===== src/fwspt_ram.sv =====
// Generic single-port-write, single-port-read RAM with registered read data.
`timescale 1ns / 1ps
`default_nettype none

module fwspt_ram #(
	parameter int WIDTH = 8,
	parameter int DEPTH = 16,
	localparam int AW = (DEPTH > 1) ? $clog2(DEPTH) : 1
) (
	input  wire logic             clk,
	input  wire logic             we,
	input  wire logic [AW-1:0]    waddr,
	input  wire logic [WIDTH-1:0] wdata,
	input  wire logic [AW-1:0]    raddr,
	output logic      [WIDTH-1:0] rdata
);

	logic [WIDTH-1:0] mem_q [DEPTH];

	// Write port and registered read port.
	always_ff @(posedge clk) begin
		if (we) begin
			mem_q[waddr] <= wdata;
		end
		rdata <= mem_q[raddr];
	end

endmodule

`default_nettype wire

===== config.mk =====
export PLATFORM = sky130hd
export DESIGN_NAME = fwspt_ram
export DESIGN_NICKNAME = d
export VERILOG_FILES = /design/src/fwspt_ram.sv
export SDC_FILE = /design/constraint.sdc
export NUM_CORES = 1
export LEC_CHECK = 0
export ABC_AREA = 1
export BUFFER_PORTS_ARGS = -buffer_cell sky130_fd_sc_hd__buf_2
export CORE_MARGIN = 2
export CORE_UTILIZATION = 45
export CTS_CLUSTER_SIZE = 8
export DETAILED_ROUTE_END_ITERATION = 8
export PLACE_DENSITY = 0.71
export SLEW_MARGIN = 20
export SYNTH_ARGS = -nofsm -noshare
export SYNTH_HDL_FRONTEND = slang
export SYNTH_SLANG_ARGS = --single-unit

===== constraint.sdc =====
create_clock -name clk -period 1.6 [get_ports clk]
set_input_delay 0.32 -clock clk [delete_from_list [all_inputs] [get_ports clk]]
set_output_delay 0.32 -clock clk [all_outputs]
set_load 0.005 [all_outputs]

# == After elaboration in Yosys (flattened, before gate mapping) ==
# Memories as Yosys holds them, arrays and structs flattened. A register that Yosys moved wholly into a read port is not among the register bits.
# Cells that the tools add are included.
# word_totals
wordCells,3
register_bits,0
inputBits,18
output_inout_bits,8
memories,1
ram_bits,128
# memory_table
name,words,width,rd,rd_ports_with_merged_regs,write_ports,line_no,source
mem_q,16,8,1,1,1,18,logic [WIDTH-1:0] mem_q [DEPTH];
# classes
muxes,2
# op_table
cell,n
$mux W1,2

# == Logic depth before layout (Yosys ltp) ==
# Gate-level depths: netlist of the first run.
# logic_depth
word_depth,2
ltp_mapped,8
depth_no_buf,7

# == Worst setup path after synthesis of the first run ==
# OpenSTA, ideal clock, no wires.
# synth_timing
path_type,input port to flip-flop
start,in waddr[2]
end,mem mem_q[10][0] (enable)
setup_ns,0.370
cell_stages,2
path_slack_ns,0.329
arrival_ns,0.901
required_ns,1.230
n_path_buf,0
cell_sequence,nand3b_1 > nor2_1
# synth_lines
element,line_no,source
start: declaration,12,"input wire logic [AW-1:0] waddr,"
end: declaration,18,
# No word-level cell before the write port.

# == Worst setup path after layout of the first run ==
# layout_timing
start,"reg rdata[4], read port of mem_q"
end,out rdata[4]
# layout_lines
element,line_no,source
start: declaration,15,output logic [WIDTH-1:0] rdata
# No word-level cell between the ends.

==> flow_results.xml, run 1 <==
<?xml version="1.0" encoding="UTF-8"?>
<metrics>
  <group name="status">
    <metric name="outcome" unit="">finished, final reports clean</metric>
  </group>
  <group name="synthesis">
    <metric name="synth.yosys.warnings" unit="">0</metric>
    <metric name="yosysUniqueCellTypes" unit="">12</metric>
    <metric name="synth-seq-cells" unit="">136</metric>
    <metric name="ys_seq_area_share" unit="%">69.43</metric>
    <metric name="ys_top_cells_by_area" unit="">edfxtp_1 67%, nand2_1 11%, nand3_1 8.4%</metric>
    <metric name="syn-cell-area" unit="um^2">5767</metric>
    <metric name="synth_top_cell_area_share" unit="%">66.65</metric>
    <metric name="synthesis.nets" unit="">569</metric>
    <metric name="post_synth.cell_area_avg" unit="um^2">10.47</metric>
    <metric name="post-synth-top-area-cell" unit="">edfxtp_1</metric>
    <metric name="synth_cells" unit="">551</metric>
  </group>
  <group name="clocking">
    <metric name="cts_resized" unit="">0</metric>
    <metric name="ctsHtreeMaxLevel" unit="">4</metric>
    <metric name="worst_setup_hold_path_clk_slew" unit="ns">0.05</metric>
    <metric name="tritoncts_clock_tree" unit="">yes</metric>
    <metric name="clk-insertion-delay-late" unit="ns">0.42</metric>
    <metric name="cts_num_sinks" unit="">136</metric>
    <metric name="ctsRootBufferMaster" unit="">clkbuf_16</metric>
    <metric name="cts_buffer_depth" unit="">2</metric>
    <metric name="tritoncts.num_buffers" unit="">17</metric>
    <metric name="hold_buffers" unit="">0</metric>
    <metric name="cts_setup_buffers" unit="">0</metric>
  </group>
  <group name="critical_path">
    <metric name="cp.buffers_inverters" unit="">1</metric>
    <metric name="timing.critical_path.from_type" unit="">register</metric>
    <metric name="timing.critical_path.arrival" unit="ns">0.94</metric>
    <metric name="critPathCaptureType" unit="">output pin</metric>
    <metric name="worst_path_dominant_cell_family" unit="">flip-flops</metric>
    <metric name="cpMaxStageDelayCell" unit="">dfxtp_1</metric>
    <metric name="slowest_delay" unit="ns">0.38</metric>
    <metric name="worstSetupPathType" unit="">register to output pin</metric>
    <metric name="cells_traversed_along_the_worst_timing_path" unit="">buf_2</metric>
    <metric name="required" unit="ns">1.28</metric>
    <metric name="cp_max_fo" unit="">1</metric>
  </group>
  <group name="detailed_routing">
    <metric name="routed_wirelength" unit="mm">12.70</metric>
    <metric name="drt_iter0_drc" unit="">381</metric>
    <metric name="routed_via_density" unit="">4.983</metric>
    <metric name="drt-pass1-iter-count" unit="">5</metric>
    <metric name="postRouteAntennaNets" unit="">0</metric>
    <metric name="drc" unit="">0</metric>
    <metric name="wire_per_inst" unit="um">16.26</metric>
    <metric name="dr_total_vias" unit="">3892</metric>
  </group>
  <group name="layout">
    <metric name="num-nets-final" unit="">614</metric>
    <metric name="final_area" unit="um^2">6726</metric>
    <metric name="diodes" unit="">0</metric>
    <metric name="num-fill-cells" unit="">1055</metric>
    <metric name="layout_overhead_on_the_synthesized_area" unit="%">16.64</metric>
    <metric name="final_core_utilization" unit="%">53.52</metric>
    <metric name="instances_no_fill" unit="">781</metric>
    <metric name="drive_above_1_share" unit="%">12.64</metric>
  </group>
  <group name="timing">
    <metric name="worst_pin_slew" unit="ns">0.3944</metric>
    <metric name="hold_viol" unit="">0</metric>
    <metric name="slew_headroom" unit="%">73.70</metric>
    <metric name="setup_violations" unit="">0</metric>
    <metric name="max_clock_freq" unit="MHz">796.4</metric>
    <metric name="finalClockSkew" unit="ns">0.007216</metric>
    <metric name="holdWs" unit="ns">0.2702</metric>
    <metric name="final_period_minus_worst_setup_slack" unit="ns">1.256</metric>
    <metric name="totalNegativeSetupSlack" unit="ns">0</metric>
    <metric name="min_period_over_period" unit="%">78.48</metric>
    <metric name="timing.final.max_slew_violations" unit="">0</metric>
    <metric name="rsz0062_at_grt" unit="">no</metric>
    <metric name="post-route-worst-setup-slack" unit="ns">0.3443</metric>
  </group>
  <group name="placed_design">
    <metric name="numPortBuffers" unit="">25</metric>
    <metric name="detailedPlacementHpwl" unit="mm">7.988</metric>
    <metric name="place_ws" unit="ns">0.2204</metric>
    <metric name="gp_routability_congestion" unit="">0.8876</metric>
    <metric name="placed_cell_area" unit="um^2">6166</metric>
    <metric name="placed_cells" unit="">749</metric>
  </group>
  <group name="global_routing">
    <metric name="antenna_violations_before_repair" unit="">0</metric>
    <metric name="number_of_global_route_vias_before_repair" unit="">3764</metric>
    <metric name="grt.total_usage" unit="%">20.38</metric>
    <metric name="grt_pass1_wl" unit="mm">19.84</metric>
    <metric name="globalRouteOverflowTotal" unit="">0</metric>
    <metric name="grt_start_max_net_pins" unit="">65</metric>
  </group>
  <group name="power">
    <metric name="total_power" unit="mW">8.148</metric>
    <metric name="power.combinational.fraction" unit="%">6.1</metric>
    <metric name="net-switching-power" unit="mW">1.669</metric>
    <metric name="vdd_drop_max" unit="mV">0.5591</metric>
    <metric name="power_density" unit="nW/um^2">1211</metric>
    <metric name="switching_share" unit="%">20.48</metric>
    <metric name="power_frac_clock" unit="%">44.7</metric>
    <metric name="power.internal" unit="mW">6.480</metric>
    <metric name="p_leak" unit="nW">2.934</metric>
    <metric name="seq_power_share" unit="%">49.3</metric>
  </group>
  <group name="min_path">
    <metric name="min-delay-path-class" unit="">primary input to register</metric>
  </group>
  <group name="floorplan">
    <metric name="core_region_area" unit="um^2">12570</metric>
    <metric name="core.rowCount" unit="">41</metric>
    <metric name="area_of_the_die" unit="um^2">13740</metric>
    <metric name="initial_core_util" unit="%">45.88</metric>
    <metric name="die_h" unit="um">117.2</metric>
    <metric name="die_x" unit="um">117.2</metric>
    <metric name="io_pins" unit="">26</metric>
  </group>
  <group name="job">
    <metric name="maxCapViolCount" unit="">0</metric>
  </group>
</metrics>
==> worst reg2reg max path, cell delays in order (launching register included) <==
cell and delay (ns):
edfxtp_1 0.37, inv_1 0.07, nand2_1 0.04, nand3_1 0.08, nand3_1 0.13, nand3_1 0.17, nand2_1 0.07
==> final cells by class <==
class,instances,area [um^2],share of cell area (%)
Clock buffer,29,520.5,7.738
Tap cell,172,215.2,3.199
Multi-Input combinational cell,289,1214,18.04
Sequential cell,136,4004,59.52
Timing Repair Buffer,50,350.3,5.208
Inverter,102,382.9,5.692
Clock inverter,3,40.04,0.5952
==> placed cells by master, fill, tap and decap left out, drive strengths merged <==
cell type,Yosys,final
buf,24,50
nand3,97,97
bufinv,0,1
nand3b,2,2
clkinv,0,2
dfxtp,8,8
nor2,17,17
inv,102,102
clkbuf,0,29
nand2,173,173
edfxtp,128,128
==> cell usage after synthesis <==
master and instances:
nand2_1 173, edfxtp_1 128, inv_1 100, nand3_1 97, nor2_1 17, buf_2 13, dfxtp_1 8, buf_6 6
buf_4 4, inv_2 2, nand3b_1 2, buf_1 1
==> cells by family after synthesis <==
logic type             share of synthesized area, %
buffers and inverters                         9.525
DFF                                           69.43
and+or+nand+nor                               21.05
==> registers in the layout, summed over array words and instances, names as in the netlist <==
name   count
mem_q    128
rdata      8
==> power groups by stage <==
stage	registers (mW)	clock network [mW]	logic, mW
floorplan	4.08	0	0.281
global placement	4.08	0	0.478
detailed placement	4.09	0	0.490
CTS	4.01	3.66	0.493
global route	4.02	3.84	0.543
finish	4.01	3.64	0.493
==> per-layer routing <==
metal	vias to the layer above	wire [um]	global-route usage [%]	share of wire, %
li1	1860	-	-	-
met1	1858	5163	26.37	41
met2	144	6349	32.84	50
met3	30	847	5.407	6.7
met4	0	339	8.392	2.7
met5	-	0	0	0
==> final timing paths <==
| check | start | endpoint | slack (ns) | depth (start not counted) |
|---|---|---|---|---|
| setup reg to reg | mem_q[5][3] | rdata[3] | 0.55 | 6 |
| setup / recovery | rdata[4] | rdata[4] | 0.34 | 1 |
| hold / removal | raddr[3] | rdata[0] | 0.27 | 3 |
| hold reg to reg | mem_q[2][4] | rdata[4] | 0.66 | 6 |
Note: power is estimated with default switching activity, not from simulation.
==> run 2: changes to the inputs <==
Settings changed: PLACE_DENSITY 0.71 to 0.74.
Clock period 1.6 ns to 1 ns, I/O delays scaled along.
==> run 2 against run 1 <==
Net effect:
- the flow now finishes with violations (negative setup slack)
- final cell count is 0.26% higher
- first-iteration DRC count decreased by 2.6%
- critical path depth stayed put
- utilization increased by 2.9 points
- register-to-register slack worse by 0.56 ns
- via count grew 2.8%
- non-clock buffer count up 2
- die area unchanged
- count of clock-buffer cells in the layout fell by 9
- global-route usage is 0.31 points higher
- final area up 5.4%
- total power grew 65%
==> flow_results.xml, run 2 (synthesis gave the netlist of run 1 again) <==
<?xml version="1.0" encoding="UTF-8"?>
<metrics>
  <group name="timing">
    <metric name="totalNegativeSetupSlack" unit="ns">-0.2428</metric>
    <metric name="max_clock_freq" unit="MHz">941.4</metric>
    <metric name="timing.final.max_slew_violations" unit="">0</metric>
    <metric name="slew_headroom" unit="%">72.01</metric>
    <metric name="final_period_minus_worst_setup_slack" unit="ns">1.062</metric>
    <metric name="hold_viol" unit="">0</metric>
    <metric name="min_period_over_period" unit="%">106.2</metric>
    <metric name="finalClockSkew" unit="ns">0.005635</metric>
    <metric name="post-route-worst-setup-slack" unit="ns">-0.06229</metric>
    <metric name="setup_violations" unit="">9</metric>
    <metric name="rsz0062_at_grt" unit="">yes</metric>
    <metric name="holdWs" unit="ns">0.1918</metric>
    <metric name="worst_pin_slew" unit="ns">0.4198</metric>
  </group>
  <group name="critical_path">
    <metric name="cp.buffers_inverters" unit="">1</metric>
    <metric name="cells_traversed_along_the_worst_timing_path" unit="">buf_2</metric>
    <metric name="critPathCaptureType" unit="">output pin</metric>
    <metric name="cp_max_fo" unit="">1</metric>
    <metric name="worst_path_dominant_cell_family" unit="">flip-flops</metric>
    <metric name="cpMaxStageDelayCell" unit="">dfxtp_2</metric>
    <metric name="worstSetupPathType" unit="">register to output pin</metric>
    <metric name="required" unit="ns">0.80</metric>
    <metric name="timing.critical_path.arrival" unit="ns">0.86</metric>
    <metric name="timing.critical_path.from_type" unit="">register</metric>
    <metric name="slowest_delay" unit="ns">0.33</metric>
  </group>
  <group name="layout">
    <metric name="largest_reg_flops" unit="">128</metric>
    <metric name="num-nets-final" unit="">616</metric>
    <metric name="multiInputGateArea" unit="um^2">1454</metric>
    <metric name="instances_no_fill" unit="">783</metric>
    <metric name="largest-register" unit="">mem_q</metric>
    <metric name="num-fill-cells" unit="">981</metric>
    <metric name="layout_overhead_on_the_synthesized_area" unit="%">22.91</metric>
    <metric name="diodes" unit="">0</metric>
    <metric name="layout.area.seq" unit="um^2">4006</metric>
    <metric name="drive_above_1_share" unit="%">23.08</metric>
    <metric name="most-common-layout-cells" unit="">169 x nand2_1, 128 x edfxtp_1, 98 x inv_1</metric>
    <metric name="reg_top3" unit="">mem_q x128, rdata x8</metric>
    <metric name="layout.cells.most_common" unit="">nand2_1</metric>
  </group>
  <group name="floorplan">
    <metric name="die_h" unit="um">117.2</metric>
    <metric name="area_of_the_die" unit="um^2">13740</metric>
    <metric name="core.rowCount" unit="">41</metric>
    <metric name="die_x" unit="um">117.2</metric>
    <metric name="initial_core_util" unit="%">45.88</metric>
    <metric name="io_pins" unit="">26</metric>
    <metric name="core_region_area" unit="um^2">12570</metric>
  </group>
  <group name="placed_design">
    <metric name="place_ws" unit="ns">-0.3169</metric>
    <metric name="numPortBuffers" unit="">25</metric>
    <metric name="gp_routability_congestion" unit="">0.8998</metric>
    <metric name="detailedPlacementHpwl" unit="mm">8.020</metric>
    <metric name="placed_cells" unit="">751</metric>
  </group>
  <group name="status">
    <metric name="outcome" unit="">complete, but fails checks</metric>
    <metric name="failed_checks" unit="">negative setup slack</metric>
  </group>
  <group name="detailed_routing">
    <metric name="postRouteAntennaNets" unit="">0</metric>
    <metric name="drt-pass1-iter-count" unit="">5</metric>
    <metric name="routed_wirelength" unit="mm">13.29</metric>
    <metric name="dr_total_vias" unit="">4001</metric>
    <metric name="routed_via_density" unit="">5.110</metric>
    <metric name="wire_per_inst" unit="um">16.97</metric>
    <metric name="drt_iter0_drc" unit="">371</metric>
    <metric name="drc" unit="">0</metric>
  </group>
  <group name="clocking">
    <metric name="tritoncts.num_buffers" unit="">17</metric>
    <metric name="cts_setup_buffers" unit="">0</metric>
    <metric name="worst_setup_hold_path_clk_slew" unit="ns">0.06</metric>
    <metric name="cts_buffer_depth" unit="">2</metric>
    <metric name="hold_buffers" unit="">0</metric>
    <metric name="clk-insertion-delay-late" unit="ns">0.42</metric>
    <metric name="ctsRootBufferMaster" unit="">clkbuf_16</metric>
    <metric name="ctsHtreeMaxLevel" unit="">4</metric>
    <metric name="tritoncts_clock_tree" unit="">yes</metric>
    <metric name="cts_num_sinks" unit="">136</metric>
  </group>
  <group name="global_routing">
    <metric name="number_of_global_route_vias_before_repair" unit="">3775</metric>
    <metric name="antenna_violations_before_repair" unit="">0</metric>
    <metric name="globalRouteOverflowTotal" unit="">0</metric>
    <metric name="grt_start_max_net_pins" unit="">65</metric>
    <metric name="grt_pass1_wl" unit="mm">20.33</metric>
    <metric name="grt.total_usage" unit="%">20.69</metric>
  </group>
  <group name="power">
    <metric name="power_density" unit="nW/um^2">1892</metric>
    <metric name="total_power" unit="mW">13.41</metric>
    <metric name="vdd_drop_max" unit="mV">1.127</metric>
    <metric name="p_leak" unit="nW">3.055</metric>
  </group>
  <group name="job">
    <metric name="maxCapViolCount" unit="">0</metric>
  </group>
  <group name="min_path">
    <metric name="min-delay-path-class" unit="">primary input to register</metric>
  </group>
</metrics>
==> run 2: cell count changes in the layout (fill, tap and decap cells not counted), sizes merged <==
| cell | delta |
|---|---|
| buf | +2 |
| bufinv | +1 |
| clkbuf | -9 |
| clkinv | +6 |
| clkinvlp | +2 |
==> run 2: stage by stage <==
stage | utilization [%] | cell area (um^2)
after detailed placement | 50.00 | 6284
after global routing | 56.40 | 7088
after global placement | 50.00 | 6284
after floorplan | - | 5794
final | 56.40 | 7088
after CTS | 55.00 | 6913
==> run 2: worst paths after layout <==
path,start,endpoint,slack (ns),cells after the start
max,rdata[4],rdata[4],-0.06,1
min,wdata[1],mem_q[8][1],0.19,1
min reg2reg,mem_q[6][2],rdata[2],0.68,6
max reg2reg,mem_q[1][1],rdata[1],-0.01,6
==> run 2: report_power, final <==
| part | switching, mW | internal [mW] |
|---|---|---|
| clock network | 2.29 | 3.78 |
| logic | 0.619 | 0.307 |
| registers | 0.0371 | 6.38 |
==> run 2: metal layers <==
metal	track usage (%)	wire length [um]	share of wire [%]	vias up
li1	-	-	-	1873
met1	27.70	5552	42	1912
met2	32.45	6448	49	183
met3	5.561	934	7.0	33
met4	8.078	351	2.6	0
met5	0	0	0	-
==> run 2: area by class of cell <==
class	count	share of cell area, %
Timing Repair Buffer	52	6.302
Inverter	102	5.402
Tap cell	172	3.036
Sequential cell	136	56.52
Multi-Input combinational cell	289	20.51
Clock buffer	20	6.443
Clock inverter	12	1.783
==> run 2: what timing repair did <==
| item | 4_1_cts | 5_1_grt |
|---|---|---|
| gates cloned | 0 | 0 |
| pin swaps | 2 | 16 |
| gates resized for setup | 10 | 39 |
| endpoints found under the setup margin | 14 | 16 |
==> run 3: changes to the inputs <==
Clock period 1 ns to 0.9 ns, I/O delays scaled along.
==> run 3 against run 2 <==
Net effect:
- the run still ends with negative setup slack left
- utilization increased by 1.6 points
- non-clock buffer count increased by 1
- worst setup slack got worse by 0.085 ns
- sequential share of layout area shrank 1.5 points
- register-to-register slack worse by 0.09 ns
- die area stayed put
- sequential cell count unchanged
- combinational power up 25%
- routed wire length increased by 0.72%
- global-route usage rose by 0.71 points
- final cell count increased by 0.13%
- critical path type unchanged
- largest cell class unchanged
- largest power group unchanged
==> flow_results.xml, run 3 (synthesis gave the netlist of run 1 again) <==
<?xml version="1.0" encoding="UTF-8"?>
<metrics>
  <group name="status">
    <metric name="outcome" unit="">complete, but fails checks</metric>
    <metric name="failed_checks" unit="">negative setup slack</metric>
  </group>
  <group name="timing">
    <metric name="rsz0062_at_grt" unit="">yes</metric>
    <metric name="setup_violations" unit="">16</metric>
    <metric name="max_clock_freq" unit="MHz">954.9</metric>
    <metric name="worst_pin_slew" unit="ns">0.4476</metric>
    <metric name="finalClockSkew" unit="ns">0.005714</metric>
    <metric name="timing.final.max_slew_violations" unit="">0</metric>
    <metric name="hold_viol" unit="">0</metric>
    <metric name="holdWs" unit="ns">0.07903</metric>
    <metric name="min_period_over_period" unit="%">116.4</metric>
    <metric name="final_period_minus_worst_setup_slack" unit="ns">1.047</metric>
    <metric name="post-route-worst-setup-slack" unit="ns">-0.1472</metric>
    <metric name="slew_headroom" unit="%">70.13</metric>
  </group>
  <group name="critical_path">
    <metric name="worst_path_dominant_cell_family" unit="">flip-flops</metric>
    <metric name="timing.critical_path.from_type" unit="">register</metric>
    <metric name="cells_traversed_along_the_worst_timing_path" unit="">buf_6</metric>
    <metric name="cp_max_fo" unit="">1</metric>
    <metric name="worstSetupPathType" unit="">register to output pin</metric>
    <metric name="critPathCaptureType" unit="">output pin</metric>
    <metric name="slowest_delay" unit="ns">0.35</metric>
    <metric name="required" unit="ns">0.72</metric>
    <metric name="timing.critical_path.arrival" unit="ns">0.87</metric>
    <metric name="cp.buffers_inverters" unit="">1</metric>
    <metric name="cpMaxStageDelayCell" unit="">dfxtp_2</metric>
  </group>
  <group name="clocking">
    <metric name="worst_setup_hold_path_clk_slew" unit="ns">0.06</metric>
    <metric name="ctsHtreeMaxLevel" unit="">4</metric>
    <metric name="cts_setup_buffers" unit="">0</metric>
    <metric name="cts_buffer_depth" unit="">2</metric>
    <metric name="clk-insertion-delay-late" unit="ns">0.41</metric>
    <metric name="tritoncts_clock_tree" unit="">yes</metric>
    <metric name="ctsRootBufferMaster" unit="">clkbuf_16</metric>
    <metric name="tritoncts.num_buffers" unit="">17</metric>
    <metric name="cts_num_sinks" unit="">136</metric>
  </group>
  <group name="floorplan">
    <metric name="core_region_area" unit="um^2">12570</metric>
    <metric name="core.rowCount" unit="">41</metric>
    <metric name="io_pins" unit="">26</metric>
    <metric name="initial_core_util" unit="%">45.88</metric>
    <metric name="area_of_the_die" unit="um^2">13740</metric>
    <metric name="die_h" unit="um">117.2</metric>
    <metric name="die_x" unit="um">117.2</metric>
  </group>
  <group name="global_routing">
    <metric name="globalRouteOverflowTotal" unit="">0</metric>
    <metric name="number_of_global_route_vias_before_repair" unit="">3979</metric>
    <metric name="grt_pass1_wl" unit="mm">20.93</metric>
    <metric name="grt.total_usage" unit="%">21.40</metric>
    <metric name="antenna_violations_before_repair" unit="">0</metric>
    <metric name="grt_start_max_net_pins" unit="">65</metric>
  </group>
  <group name="job">
    <metric name="maxCapViolCount" unit="">0</metric>
  </group>
  <group name="layout">
    <metric name="diodes" unit="">0</metric>
    <metric name="layout.cells.most_common" unit="">nand2_1</metric>
    <metric name="most-common-layout-cells" unit="">160 x nand2_1, 128 x edfxtp_1, 92 x inv_1</metric>
    <metric name="layout_overhead_on_the_synthesized_area" unit="%">26.40</metric>
    <metric name="reg_top3" unit="">mem_q x128, rdata x8</metric>
    <metric name="drive_above_1_share" unit="%">29.74</metric>
    <metric name="largest-register" unit="">mem_q</metric>
    <metric name="final_core_utilization" unit="%">58.00</metric>
    <metric name="largest_reg_flops" unit="">128</metric>
    <metric name="final_area" unit="um^2">7289</metric>
    <metric name="num-nets-final" unit="">617</metric>
  </group>
  <group name="power">
    <metric name="p_leak" unit="nW">3.084</metric>
    <metric name="power_density" unit="nW/um^2">2032</metric>
    <metric name="vdd_drop_max" unit="mV">1.539</metric>
  </group>
  <group name="placed_design">
    <metric name="numPortBuffers" unit="">25</metric>
    <metric name="placed_cell_area" unit="um^2">6366</metric>
    <metric name="gp_routability_congestion" unit="">0.8548</metric>
    <metric name="detailedPlacementHpwl" unit="mm">8.235</metric>
  </group>
  <group name="detailed_routing">
    <metric name="postRouteAntennaNets" unit="">0</metric>
    <metric name="dr_total_vias" unit="">3948</metric>
    <metric name="drt-pass1-iter-count" unit="">5</metric>
    <metric name="drc" unit="">0</metric>
    <metric name="wire_per_inst" unit="um">17.07</metric>
    <metric name="routed_via_density" unit="">5.036</metric>
    <metric name="routed_wirelength" unit="mm">13.38</metric>
    <metric name="drt_iter0_drc" unit="">426</metric>
  </group>
  <group name="min_path">
    <metric name="min-delay-path-class" unit="">primary input to register</metric>
  </group>
</metrics>
-- run 3: report_power, final --
part / internal [mW] / switching [mW]
clock: 4.01 / 2.50
combinational: 0.416 / 0.743
sequential: 7.09 / 0.0502
total: 11.5 / 3.29
-- run 3: layout make-up --
cell class / instances / area (um^2)
clock inverter: 15 / 136.4
sequential: 136 / 4013
fill: 979 / 5279
clock buffer: 17 / 425.4
multi-input combinational: 289 / 1644
inverter: 102 / 382.9
tap: 172 / 215.2
timing repair buffer: 53 / 473.0
-- run 3: final timing paths --
path	slack [ns]	startpoint	cells after the start	end
max	-0.15	rdata[7]	1	rdata[7]
min	0.08	raddr[3]	3	rdata[6]
max reg2reg	-0.10	mem_q[5][2]	6	rdata[2]
min reg2reg	0.69	mem_q[10][6]	6	rdata[6]
-- run 3: timing repair --
item,in CTS,in global routing
hold buffers,0,0
pin swaps,31,25
gates resized for setup,33,53
hold endpoints to repair,0,0
setup endpoints to repair,16,16
-- run 3: layer usage --
metal  global-route usage [%]  vias up  wire, um
li1                         -     1877         -
met1                    25.15     1885      5051
met2                    35.71      157      7036
met3                    6.076       29       896
met4                    11.45        0       395
met5                        0        -         0
-- run 3: stage by stage --
| step | setup slack (ns) | cells | setup TNS [ns] | total power, mW |
|---|---|---|---|---|
| floorplan | -0.1536 | 551 | -9.833 | 7.786 |
| global placement | -0.3215 | 752 | -36.38 | 8.209 |
| detailed placement | -0.3799 | 752 | -38.54 | 8.242 |
| CTS | -0.1850 | 784 | -1.357 | 14.77 |
| global route | -0.1758 | 784 | -2.059 | 15.26 |
| finish | -0.1472 | 784 | -1.400 | 14.81 |
-- run 3: worst reg2reg max path: stages, from the launching register on --
cell	delay [ns]
edfxtp_1	0.36
inv_1	0.07
nand2_1	0.07
nand3_2	0.09
nand3_2	0.10
nand3_2	0.13
nand2_1	0.07
